[src/rtl/core/led_pattern_sequencer_top_macros.svh]
// ----------------------------------------------------------------------------
// LED pattern sequencer assertion macros
// Shared concurrent assertion forms used at the end of the top level.
// ----------------------------------------------------------------------------
`ifndef LED_PATTERN_SEQUENCER_TOP_MACROS_SVH
`define LED_PATTERN_SEQUENCER_TOP_MACROS_SVH

// Same-cycle implication, checked outside reset.
`define LPS_ASSERT_SAME(label, clk, rst, ante, cons) \
   label: assert property (@(posedge clk) disable iff (rst) (ante) |-> (cons)) \
      else $error("lps same-cycle check failed");

// Next-cycle implication, checked outside reset.
`define LPS_ASSERT_NEXT(label, clk, rst, ante, cons) \
   label: assert property (@(posedge clk) disable iff (rst) (ante) |=> (cons)) \
      else $error("lps next-cycle check failed");

`endif

[src/rtl/core/lps_pkg.sv]
// ----------------------------------------------------------------------------
// LED pattern sequencer package
// Pattern codes, opcodes, timing constants, state type and selection rule.
// ----------------------------------------------------------------------------
package lps_pkg;

   localparam int OPCODE_W  = 2;
   localparam int PATTERN_W = 3;
   localparam int PHASE_W   = 3;
   localparam int ELAPSED_W = 10;

   // opcodes
   localparam logic [OPCODE_W-1:0] OP_TICK   = 2'd0;
   localparam logic [OPCODE_W-1:0] OP_SELECT = 2'd1;
   localparam logic [OPCODE_W-1:0] OP_RAW    = 2'd2;

   // pattern codes
   localparam logic [PATTERN_W-1:0] PAT_OFF   = 3'd0;
   localparam logic [PATTERN_W-1:0] PAT_ON    = 3'd1;
   localparam logic [PATTERN_W-1:0] PAT_SLOW  = 3'd2;
   localparam logic [PATTERN_W-1:0] PAT_RAPID = 3'd3;
   localparam logic [PATTERN_W-1:0] PAT_SOLID = 3'd4;
   localparam logic [PATTERN_W-1:0] PAT_LONG  = 3'd5;
   localparam logic [PATTERN_W-1:0] PAT_TWO   = 3'd6;
   localparam logic [PATTERN_W-1:0] PAT_HEART = 3'd7;

   // two-short-blink steps
   localparam logic [PHASE_W-1:0] TWO_FIRST_ON  = 3'd1;
   localparam logic [PHASE_W-1:0] TWO_FIRST_OFF = 3'd2;
   localparam logic [PHASE_W-1:0] TWO_SECOND_ON = 3'd3;
   localparam logic [PHASE_W-1:0] TWO_DONE      = 3'd4;

   // heartbeat phases
   localparam logic [PHASE_W-1:0] HB_BEAT1 = 3'd0;
   localparam logic [PHASE_W-1:0] HB_GAP   = 3'd1;
   localparam logic [PHASE_W-1:0] HB_BEAT2 = 3'd2;
   localparam logic [PHASE_W-1:0] HB_REST  = 3'd3;

   // timing in milliseconds
   localparam logic [ELAPSED_W-1:0] ELAPSED_MAX = 10'd1023;
   localparam logic [ELAPSED_W-1:0] SLOW_MS     = 10'd500;
   localparam logic [ELAPSED_W-1:0] RAPID_MS    = 10'd100;
   localparam logic [ELAPSED_W-1:0] SOLID_MS    = 10'd1000;
   localparam logic [ELAPSED_W-1:0] LONG_MS     = 10'd800;
   localparam logic [ELAPSED_W-1:0] TWO_STEP_MS = 10'd50;
   localparam logic [ELAPSED_W-1:0] HB_BEAT_MS  = 10'd80;
   localparam logic [ELAPSED_W-1:0] HB_GAP_MS   = 10'd100;
   localparam logic [ELAPSED_W-1:0] HB_REST_MS  = 10'd740;

   typedef struct packed {
      logic [PATTERN_W-1:0] cur_pattern;
      logic [PATTERN_W-1:0] prev_pattern;
      logic [PHASE_W-1:0]   phase_step;
      logic [ELAPSED_W-1:0] elapsed_ms;
      logic                 led_on;
   } lps_state_type;

   // Switch to pattern p; re-selecting a running pattern is dropped unless
   // it is a one-shot, which restarts.
   function automatic lps_state_type select_pattern(lps_state_type s,
                                                    logic [PATTERN_W-1:0] p);
      lps_state_type r;
      r = s;
      if (!(s.cur_pattern == p && !(p inside {PAT_SOLID, PAT_LONG, PAT_TWO}))) begin
         r.prev_pattern = s.cur_pattern;
         r.cur_pattern  = p;
         r.phase_step   = '0;
         r.elapsed_ms   = '0;
         if (p inside {PAT_SOLID, PAT_LONG, PAT_ON}) begin
            r.led_on = 1'b1;
         end else if (p == PAT_OFF) begin
            r.led_on = 1'b0;
         end
      end
      return r;
   endfunction

endpackage

[src/rtl/core/led_pattern_sequencer_top.sv]
// ----------------------------------------------------------------------------
// LED pattern sequencer top level
// Tick / select / raw-drive words in, one pin level and active pattern out.
// ----------------------------------------------------------------------------
//
//   channel  | ports                                   | direction
//   ---------+-----------------------------------------+-----------
//   request  | req_valid, req_stall, req_opcode,       | in
//            | req_pattern, req_raw_level              |
//   response | rsp_valid, rsp_stall, rsp_pin_level,    | out
//            | rsp_active_pattern                      |
//   csr      | csr_write_en, csr_write_data            | in
//
// Throughput is one word per cycle while the response is not stalled; a word
// passes the input register, then the pattern update, then the result register.
// Reset (synchronous, active high) empties both stages, clears the pattern
// state and sets active_low to 1.
// A stalled response holds the result register and the sequencer state; the
// input register then fills and raises req_stall in the same cycle.
//
`include "led_pattern_sequencer_top_macros.svh"

module led_pattern_sequencer_top (
   input  logic                           clock,
   input  logic                           reset,
   input  logic                           req_valid,
   output logic                           req_stall,
   input  logic [lps_pkg::OPCODE_W-1:0]   req_opcode,
   input  logic [lps_pkg::PATTERN_W-1:0]  req_pattern,
   input  logic                           req_raw_level,
   output logic                           rsp_valid,
   input  logic                           rsp_stall,
   output logic                           rsp_pin_level,
   output logic [lps_pkg::PATTERN_W-1:0]  rsp_active_pattern,
   input  logic                           csr_write_en,
   input  logic                           csr_write_data
);
   import lps_pkg::*;

   // input stage
   logic                 in_valid_ff;
   logic [OPCODE_W-1:0]  in_opcode_ff;
   logic [PATTERN_W-1:0] in_pattern_ff;
   logic                 in_raw_ff;

   // result stage
   logic                 out_valid_ff;
   logic                 out_pin_ff;
   logic [PATTERN_W-1:0] out_pattern_ff;

   // sequencer state and config
   lps_state_type        state_ff;
   lps_state_type        state_in;
   logic                 active_low_ff;

   logic                 advance;
   logic [ELAPSED_W-1:0] elapsed_inc;

   // Move the input word into the result stage whenever the result slot is
   // free or is being taken this cycle.
   assign advance   = in_valid_ff && (!out_valid_ff || !rsp_stall);
   assign req_stall = in_valid_ff && !advance;

   always_ff @(posedge clock) begin
      if (reset) begin
         in_valid_ff <= 1'b0;
      end else if (!req_stall) begin
         in_valid_ff <= req_valid;
      end
   end

   always_ff @(posedge clock) begin
      if (req_valid && !req_stall) begin
         in_opcode_ff  <= req_opcode;
         in_pattern_ff <= req_pattern;
         in_raw_ff     <= req_raw_level;
      end
   end

   always_ff @(posedge clock) begin
      if (reset) begin
         active_low_ff <= 1'b1;
      end else if (csr_write_en) begin
         active_low_ff <= csr_write_data;
      end
   end

   // Saturating millisecond count for the tick path.
   assign elapsed_inc = (state_ff.elapsed_ms == ELAPSED_MAX) ?
                        state_ff.elapsed_ms : state_ff.elapsed_ms + 10'd1;

   // Apply one word to the sequencer state.
   always_comb begin
      state_in = state_ff;
      case (in_opcode_ff)
         OP_TICK: begin
            state_in.elapsed_ms = elapsed_inc;
            case (state_ff.cur_pattern)
               PAT_OFF: begin
                  state_in.led_on = 1'b0;
               end
               PAT_ON: begin
                  state_in.led_on = 1'b1;
               end
               PAT_SLOW, PAT_RAPID: begin
                  // toggle every half period
                  if (elapsed_inc >= ((state_ff.cur_pattern == PAT_SLOW) ?
                                      SLOW_MS : RAPID_MS)) begin
                     state_in.elapsed_ms = '0;
                     state_in.phase_step = (state_ff.phase_step != '0) ?
                                           3'd0 : 3'd1;
                     state_in.led_on     = (state_ff.phase_step == '0);
                  end
               end
               PAT_SOLID, PAT_LONG: begin
                  // one-shot end: revert, slow blink falls back to off
                  if (elapsed_inc >= ((state_ff.cur_pattern == PAT_SOLID) ?
                                      SOLID_MS : LONG_MS)) begin
                     state_in.led_on = 1'b0;
                     state_in = select_pattern(state_in,
                        (state_ff.prev_pattern == PAT_SLOW) ? PAT_OFF :
                        state_ff.prev_pattern);
                  end
               end
               PAT_TWO: begin
                  if (elapsed_inc >= TWO_STEP_MS) begin
                     state_in.elapsed_ms = '0;
                     state_in.phase_step = state_ff.phase_step + 3'd1;
                     case (state_in.phase_step)
                        TWO_FIRST_ON:  state_in.led_on = 1'b1;
                        TWO_FIRST_OFF: state_in.led_on = 1'b0;
                        TWO_SECOND_ON: state_in.led_on = 1'b1;
                        TWO_DONE: begin
                           state_in.led_on = 1'b0;
                           state_in = select_pattern(state_in,
                                                     state_ff.prev_pattern);
                        end
                        default: ;
                     endcase
                  end
               end
               default: begin
                  // heartbeat: beat, gap, beat, rest
                  case (state_ff.phase_step)
                     HB_BEAT1: begin
                        state_in.led_on = 1'b1;
                        if (elapsed_inc >= HB_BEAT_MS) begin
                           state_in.phase_step = HB_GAP;
                           state_in.elapsed_ms = '0;
                        end
                     end
                     HB_GAP: begin
                        state_in.led_on = 1'b0;
                        if (elapsed_inc >= HB_GAP_MS) begin
                           state_in.phase_step = HB_BEAT2;
                           state_in.elapsed_ms = '0;
                        end
                     end
                     HB_BEAT2: begin
                        state_in.led_on = 1'b1;
                        if (elapsed_inc >= HB_BEAT_MS) begin
                           state_in.phase_step = HB_REST;
                           state_in.elapsed_ms = '0;
                        end
                     end
                     HB_REST: begin
                        state_in.led_on = 1'b0;
                        if (elapsed_inc >= HB_REST_MS) begin
                           state_in.phase_step = HB_BEAT1;
                           state_in.elapsed_ms = '0;
                        end
                     end
                     default: ;
                  endcase
               end
            endcase
         end
         OP_SELECT: begin
            state_in = select_pattern(state_ff, in_pattern_ff);
         end
         OP_RAW: begin
            state_in.led_on = in_raw_ff;
         end
         default: ;
      endcase
   end

   always_ff @(posedge clock) begin
      if (reset) begin
         state_ff <= '0;
      end else if (advance) begin
         state_ff <= state_in;
      end
   end

   always_ff @(posedge clock) begin
      if (reset) begin
         out_valid_ff <= 1'b0;
      end else if (advance) begin
         out_valid_ff <= 1'b1;
      end else if (!rsp_stall) begin
         out_valid_ff <= 1'b0;
      end
   end

   always_ff @(posedge clock) begin
      if (advance) begin
         out_pin_ff     <= state_in.led_on ^ active_low_ff;
         out_pattern_ff <= state_in.cur_pattern;
      end
   end

   assign rsp_valid          = out_valid_ff;
   assign rsp_pin_level      = out_pin_ff;
   assign rsp_active_pattern = out_pattern_ff;

   // Hold the sequencer state while the result waits.
   `LPS_ASSERT_NEXT(a_state_hold, clock, reset, out_valid_ff && rsp_stall, $stable(state_ff))
   // Back-pressure only with a word in the input stage.
   `LPS_ASSERT_SAME(a_stall_src, clock, reset, req_stall, in_valid_ff && out_valid_ff)
   // Heartbeat never leaves its four phases.
   `LPS_ASSERT_SAME(a_hb_phase, clock, reset, state_ff.cur_pattern == PAT_HEART, state_ff.phase_step <= HB_REST)
   // Two short blinks never rests on its final step.
   `LPS_ASSERT_SAME(a_two_phase, clock, reset, state_ff.cur_pattern == PAT_TWO, state_ff.phase_step < TWO_DONE)

endmodule
[config.mk]
export PLATFORM = sky130hd
export DESIGN_NAME = led_pattern_sequencer_top
export DESIGN_NICKNAME = d
export VERILOG_FILES = /design/src/rtl/core/lps_pkg.sv /design/src/rtl/core/led_pattern_sequencer_top.sv
export VERILOG_INCLUDE_DIRS = /design/src /design/src/rtl/core
export SDC_FILE = /design/constraint.sdc
export NUM_CORES = 1
export LEC_CHECK = 0
export CORE_ASPECT_RATIO = 1.1
export CORE_UTILIZATION = 45
export CTS_BUF_LIST = sky130_fd_sc_hd__clkbuf_2 sky130_fd_sc_hd__clkbuf_4 sky130_fd_sc_hd__clkbuf_8
export DETAILED_ROUTE_END_ITERATION = 8
export DONT_BUFFER_PORTS = 1
export GPL_ROUTABILITY_DRIVEN = 0
export PLACE_DENSITY = 0.66
export SLEW_MARGIN = 30
export SYNTH_ARGS = -nofsm -noshare
export SYNTH_HDL_FRONTEND = slang
export SYNTH_SLANG_ARGS = --single-unit
[constraint.sdc]
create_clock -name clock -period 3.2 [get_ports clock]
set_clock_uncertainty 0.1 [all_clocks]
set_input_delay 0.16 -clock clock [delete_from_list [all_inputs] [get_ports clock]]
set_output_delay 0.16 -clock clock [all_outputs]
set_load 0.01 [all_outputs]
Yosys cells after proc, flatten, opt, wreduce, memory -nomap -nowiden. Cells that the tools add are included.

Bits in registers: 33. Bits in latches: 0. Memory bits (writable): 0. Memory bits (read-only): 0. Bits of input ports: 12. Output and inout bits: 6. Memories kept: 0.

$add $sub $neg: 2. Multipliers: 0. Div/mod/pow operators: 0. Order comparisons: 6. Equality and inequality tests: 47. Shift-type cells: 0. Multiplexer cells: 29. Bitwise gates (word level): 1. Reductions and logical operators: 33.

Operators by type and width (number): $mux W20 (5); $pmux W14 S4 (1); $mux W13 (4); $pmux W13 S4 (1); $eq A3 B3 Y1 const B (13); $pmux W19 S2 (1); $eq A3 B2 Y1 const B (7); $reduce_bool A3 Y1 (7); $ge A10 B7 Y1 const B (2); $mux W19 (1); $eq A3 B1 Y1 const B (6); $ne A6 B6 Y1 const B (3); $ne A3 B3 Y1 const B (5); $mux W14 (1); $reduce_and A13 Y1 (1); $pmux W6 S2 (1); $add A10 B1 Y10 const B (1); $eq A10 B10 Y1 const B (1); $ge A10 B10 Y1 (1); $ge A10 B10 Y1 const B (1); $ge A10 B6 Y1 const B (1); $ge A10 B9 Y1 (1); $mux W10 (1); $eq A3 B3 Y1 (3); other kinds (25) (49).

Longest topological paths before layout. Gate-level depths: netlist of the first run.

Depth in word-level cells: 11. Depth in mapped cells: 18. Mapped depth without buffers: 16.

Least setup slack after synthesis of the first run. OpenSTA, ideal clock, no wires.

Kind: reg-to-reg. Start point: register state_ff[2] in the netlist's numbering. End point: register state_ff[5] in the netlist's numbering. Setup time: 73 ps. Arrival: 3291 ps. Path slack: -264 ps. Stages on the path, launching flop included: 18. Buffers on the path: 1. Clock period less this slack: 3464 ps. Cell sequence: dfxtp_1 > ha_1 > and2_0 > and3_4 > and2b_2 > a21oi_1 > inv_1 > ha_1 > nand2_1 > nor3_1 > a211oi_1 > a221oi_2 > nand3_1 > nand2_1 > a2111oi_4 > buf_4 > a21oi_2 > nor3_2.

Longest elaborated chain between the ends: 7.

RTL lines: from (decl) (RTL line led_pattern_sequencer_top.sv:52) `lps_state_type state_ff;`; from (signal assigned) (RTL line led_pattern_sequencer_top.sv:192) `state_ff <= state_in;`; $add A10 B1 Y10 or $eq A10 B10 Y1 (tied branches) (RTL line led_pattern_sequencer_top.sv:90, led_pattern_sequencer_top.sv:89); $mux W10 (*) (RTL line led_pattern_sequencer_top.sv:89) `assign elapsed_inc = (state_ff.elapsed_ms == ELAPSED_MAX) ?`; $ge A10 B10 Y1, or another cell as far along (RTL line led_pattern_sequencer_top.sv:168) `if (elapsed_inc >= HB_REST_MS) begin`; $mux W13, on equally long branches; $pmux W14 S4 (RTL line led_pattern_sequencer_top.sv:144) `case (state_ff.phase_step)`; $pmux W13 S4 (*) (RTL line led_pattern_sequencer_top.sv:98) `case (state_ff.cur_pattern)`; $pmux W19 S2 (*) (RTL line led_pattern_sequencer_top.sv:95) `case (in_opcode_ff)`.

Mark *: on every way between the ends. The rest lies on a longest branch, timed or not. The select of a mux whose other input is x is not followed. A chain may end at the register's enable or synchronous reset.

Worst setup path in the final report of the first run.
Start point: register state_ff[1] in the netlist's numbering. End point: register state_ff[3] in the netlist's numbering.

Same word-level chain as after synthesis.

==> impl_results.md, run 1 <==
* GRT met1 Usage at 0.3117
* GR peak layer: met2
* Mapped Area at 0.002979 mm²
* DR DRC count at 0
* Initial Util at 0.4752
* CTS tree: built
* Area growth syn-to-layout at 23.86%
* CP arrival at ~3400 ps
* Crit. End Element: flop
* Power density over cell area at about 270 mW/mm²
* DP HPWL at 6208 µm
* Syn_nets at roughly 400
* Placed cells at roughly 470
* Hold violation count in the final report at 0
* Sum Neg Setup Slack at -1618 ps
* Synth unique cells at 75
* Max_cap viols at 0
* Largest net degree at the start of global routing at 25
* EDFF count, synth at 10
* Drt wl/cell at 18.53 µm
* Clk pin slew, worst setup/hold paths at around 90 ps
* Drt initial violations at approximately 240
* Tot Pwr at 0.0009947 W
* Synthesis warning total at 0
* Via Count at 3206
* Final min period at 3346 ps
* M2 GR Usage at 0.4444
* Initial antenna violation count at 0
* Core footprint at between 0.006 and 0.007 mm²
* DR vias/cell at ~6.5
* Slew Limit Fails at 0
* Synth top area share at 0.1546
* Total GRT Usage at 0.2631
* Final setup vio count at 20
* Die span in y at 87.34 µm
* Finished layout cell area at about 0.0037 mm²
* Post-DRT Antenna Nets at 0
* Post-Synthesis Cells at about 380
* RSZ-0062 raised after global routing: yes
* Worst-path maximum fanout at 6
* Final global-route overflow total at 0
* First-pass GRT wire length at approximately 14000 µm
* Leading area contributor after synthesis: dfxtp_1
* Post-synthesis sequential area ratio at 0.2554
* Count leader, synth: nor2_1
* F_max at between 200 and 300 MHz
* Crit Path Class: flop to flop
* Failing checks: setup timing
* Vias in the first global route at between 2000 and 3000
* Clock root buffer: clkbuf_8
* Post-synth top cells: nor2_1 (46), nand2_1 (35), a21oi_1 (28)
* Deepest clock path buffer count at 2
* Startpoint Class: flop
* Outcome: finished, violations left
* Slew headroom at 0.5525
* Dominant cells by area after synthesis: dfxtp_1 (15%), edfxtp_1 (10%), nor2_1 (5.8%)
* Syn_area_per_cell at just under 8 µm²
* Share of cells above drive strength 1 at 0.2988
* Die width at 79.58 µm
* Final period util at 1.046
* Clk sinks at 33
* Row count at 30
* Fillers at 569
* CP required at 3260 ps
* Num CTS Buffers at 5
* Main synth FF type: dfxtp_1
* PortBufs at 0
* IO Count at 18
* Static Leak at between 1 and 1.5 nW
* Met3 GRT Util at 0.04817
* # diodes at 0
* DP Area at 0.003213 mm²
* Final net count at between 400 and 500
* HP Class: input pin to flop
* Worst slew pin tran at between 600 and 700 ps
* Total wire length at roughly 9200 µm
* Insertion delay to the later sink of the worst-skew pair at approximately 300 ps
* Drt first pass iters at 5
* Die ar. at 0.006950 mm²
* Post-route worst setup slack at -146.3 ps
* VDD IR max at slightly below 0.3 mV
* Finished Layout Cells at ~500
* Async SR Flop Fraction at 0
* Register bit total from synthesis at 33
* CTS HTree Levels at 2
state kept, by name, indices dropped and copies added, names as in the netlist:
signal / count
in_raw_ff: 1
state_ff: 20
in_valid_ff: 1
in_pattern_ff: 3
rsp_pin_level: 1
rsp_valid: 1
active_low_ff: 1
rsp_active_pattern: 3
in_opcode_ff: 2
worst max-delay path, cell delays in order, from the launching register on:
cell	delay, ps
dfxtp_2	360
ha_4	140
and2_4	140
and3_4	180
and2b_2	220
a21oi_2	170
inv_2	60
ha_4	270
nand2_4	60
nor4_4	230
a211oi_2	90
a221oi_4	380
nand3_2	130
nand2_2	100
a2111oi_4	50
buf_4	170
clkbuf_16	160
a21oi_2	140
nor3_2	40
area by class of cell:
| type | instances | area [µm²] | area share |
|---|---|---|---|
| multi-input cells | 306 | 2200 | 0.5961 |
| flip-flops and latches | 33 | 764.5 | 0.2072 |
| repair buffers | 53 | 459.2 | 0.1244 |
| well taps | 80 | 100.1 | 0.02713 |
| clock buffers | 6 | 76.32 | 0.02068 |
| inverters | 15 | 56.30 | 0.01526 |
| clock inverters | 2 | 33.78 | 0.009156 |
through the flow:
step / setup WS [ps] / hold slack, ps / util
floorplan: -29.71 / 158.9 / -
global placement: -1.843 / 125.6 / 0.5126
detailed placement: -171.2 / 127.4 / 0.5126
CTS: -55.99 / 23.40 / 0.5625
global route: -270.3 / 50.55 / 0.5886
finish: -146.3 / 28.51 / 0.5886
metal layers:
metal	up-vias	routed length [µm]
li1	1485	-
met1	1538	3755
met2	137	4472
met3	46	475
met4	0	466
met5	-	0
placed cells by master (no fill, tap or decap), drive strengths merged, types with 4 or more instances in the layout:
cell type,count
a211oi,4
a21o,6
a21oi,32
a22oi,10
and2,6
and3,6
buf,41
clkbuf,8
dfxtp,23
dlygate4sd3,10
edfxtp,10
ha,11
inv,15
mux2i,4
nand2,36
nand2b,7
nand3,12
nand4,7
nor2,48
nor2b,4
nor3,13
o2111ai,4
o21ai,26
o22ai,4
o31ai,6
kinds of logic after synthesis:
logic type,synth area share
XOR/XNOR,0.01176
flip-flops,0.2554
AO/OA/AOI/OAI,0.3154
buffers and inverters,0.08064
multiplexers,0.01470
AND/OR/NAND/NOR,0.2759
adder cells (fa/ha/maj),0.04620
power breakdown:
part           switching [W]  internal [W]  total [W]
logic              0.0000696     0.0000498   0.000119
registers          0.0000179      0.000446   0.000464
clock network       0.000173      0.000239   0.000411
total               0.000260      0.000735   0.000995
final timing paths:
kind	slack [ps]	end	depth (start not counted)	from
max reg2reg	-150	state_ff[3]$_SDFFE_PP0P_	18	state_ff[1]$_SDFFE_PP0P_
max	-150	state_ff[3]$_SDFFE_PP0P_	18	state_ff[1]$_SDFFE_PP0P_
min	30	state_ff[13]$_SDFFE_PP0P_	3	reset
min reg2reg	390	rsp_valid$_SDFFE_PP0P_	2	in_valid_ff$_SDFFE_PP0N_
timing repair:
action,4_1_cts,5_1_grt
buffers inserted,4,3
pin swaps,18,25
gates resized for setup,13,27
endpoints found under the hold margin,29,0
setup endpoints to repair,19,23
hold buffers,11,0
cloned,0,1
Power figures use the tool's default switching activity.
==> inputs of run 2 (changes only) <==
Settings changed: BUFFER_PORTS_ARGS set to -buffer_cell sky130_fd_sc_hd__buf_2, DONT_BUFFER_PORTS 1 to unset, PLACE_DENSITY 0.66 to 0.68.
==> impl_results.md, run 2 (synthesis gave the netlist of run 1 again) <==
* Crit Path Class: flop to flop
* Hold violation count in the final report at 0
* FF-to-FF path depth at 17
* Final period util at 1.007
* CTS HTree Levels at 2
* Core footprint at ~0.0063 mm²
* Failing checks: setup timing
* Power density over cell area at 266.7 mW/mm²
* Post-DRT Antenna Nets at 0
* Die span in y at between 80 and 90 µm
* IO Count at 18
* Max_cap viols at 0
* Drt first pass iters at 5
* DP HPWL at ~5900 µm
* Slew Limit Fails at 0
* Static Leak at 1.364 nW
* Slew headroom at 0.6053
* Row count at 30
* DR DRC count at 0
* Initial Util at 0.4752
* Worst reg2reg setup slack at -20 ps
* Area growth syn-to-layout at 25.24%
* Drt initial violations at 190
* First-pass GRT wire length at 13410 µm
* Worst slew pin tran at between 500 and 600 ps
* HP Class: input pin to flop
* GR peak layer: met2
* Outcome: finished, violations left
* CP arrival at 3340 ps
* Final setup vio count at 3
* Final global-route overflow total at 0
* Max FFs per register at 20
* Drt wl/cell at ~17 µm
* M2 GR Usage at 0.4110
* Clock root buffer: clkbuf_8
* CTS tree: built
* Clk pin slew, worst setup/hold paths at 70 ps
* Crit. End Element: flop
* Final min period at 3221 ps
* Worst-path maximum fanout at 12
* Deepest clock path buffer count at 2
* Insertion delay to the later sink of the worst-skew pair at ~290 ps
* GRT met1 Usage at 0.3021
* Tot Pwr at between 0.0009 and 0.001 W
* Top reg by flops: state_ff
* CP required at roughly 3300 ps
* Clk sinks at 33
* VDD IR max at 0.1869 mV
* Post-route worst setup slack at -21.04 ps
* Reg-to-reg critical path startpoint: state_ff[1]$_SDFFE_PP0P_
* Hold path startpoint: rsp_stall
* Share of cells above drive strength 1 at 0.3263
* Finished Layout Cells at approximately 510
* RSZ-0062 raised after global routing: yes
* Met3 GRT Util at 0.03665
* Hold path depth at 3
* Via Count at around 3100
* Reg-to-Reg End: state_ff[3]$_SDFFE_PP0P_
* Most frequent cells in the layout: nor2_1 (43), buf_4 (39), nand2_1 (31)
* # diodes at 0
* F_max at about 310 MHz
* Final net count at ~450
* Total GRT Usage at 0.2422
* DR vias/cell at about 6
* Commonest non-fill, non-tap cell in the layout: nor2_1
* Num CTS Buffers at 5
* Die width at 79.58 µm
* PortBufs at 17
* Initial antenna violation count at 0
* Placed cells at 485
* Largest net degree at the start of global routing at 28
* Worst hold endpoint: rsp_valid$_SDFFE_PP0P_
* Vias in the first global route at 2913
* Startpoint Class: flop
* Total wire length at 8456 µm
* Die ar. at between 0.006 and 0.007 mm²
[run 2: stage by stage]
stage	setup WS (ps)	hold slack, ps	utilization	cell area, µm²	TNS, ps
floorplan	-29.71	158.9	-	3007	-39.16
global placement	-5.293	237.3	0.5226	3276	-8.445
detailed placement	-100.2	238.3	0.5226	3276	-519.4
CTS	-0.2467	23.70	0.5657	3546	-0.2467
global route	-172.9	33.22	0.5952	3731	-2090
finish	-21.04	32.30	0.5952	3731	-48.07
[run 2: layout make-up]
type	instances	area, µm²
Clock buffer	6	76.32
Multi-Input combinational cell	306	2197
Tap cell	80	100.1
Fill cell	528	2537
Sequential cell	33	764.5
Inverter	15	56.30
Clock inverter	2	33.78
Timing Repair Buffer	67	503.0
[run 2: worst max path at each step]
stage          cells past startpoint                        end  slack [ps]                      from
6_report                          17   state_ff[3]$_SDFFE_PP0P_         -20  state_ff[1]$_SDFFE_PP0P_
5_1_grt                           17  state_ff[12]$_SDFFE_PP0P_        -170  state_ff[1]$_SDFFE_PP0P_
4_1_cts                           17    rsp_pin_level$_DFFE_PP_        -0.2  state_ff[1]$_SDFFE_PP0P_
3_5_place_dp                      16  state_ff[16]$_SDFFE_PP0P_        -100  state_ff[1]$_SDFFE_PP0P_
3_3_place_gp                      16  state_ff[12]$_SDFFE_PP0P_          -5  state_ff[1]$_SDFFE_PP0P_
2_1_floorplan                     17  state_ff[12]$_SDFFE_PP0P_         -30  state_ff[7]$_SDFFE_PP0P_
[run 2: worst max-delay path, stage by stage, from the launching register on]
cell	delay, ps
dfxtp_2	350
buf_4	180
and3_4	230
nand3_1	110
o21ai_2	140
inv_1	100
ha_4	230
a21oi_2	170
nand2_1	80
a211oi_2	290
a221oi_2	90
buf_4	190
nand3_1	120
nand2_2	90
a2111oi_4	260
buf_12	190
a21oi_1	80
nor3_2	150
[run 2: where the power goes]
part           leakage, nW  switching [W]  internal (W)
registers            0.284      0.0000150      0.000446
clock network       0.0563       0.000170      0.000239
logic                 1.02      0.0000725     0.0000534
[run 2: layer usage]
metal  share of wire  routed length (µm)
met3           0.058                 494
met5               0                   0
met2            0.49                4185
met4           0.025                 208
met1            0.42                3567
[run 2: repair_timing]
item / CTS / global route
endpoints found under the setup margin: 18 / 22
pin swaps: 10 / 8
hold endpoints to repair: 8 / 0
hold buffers: 9 / 0
setup buffers: 3 / 6
gates resized for setup: 10 / 33
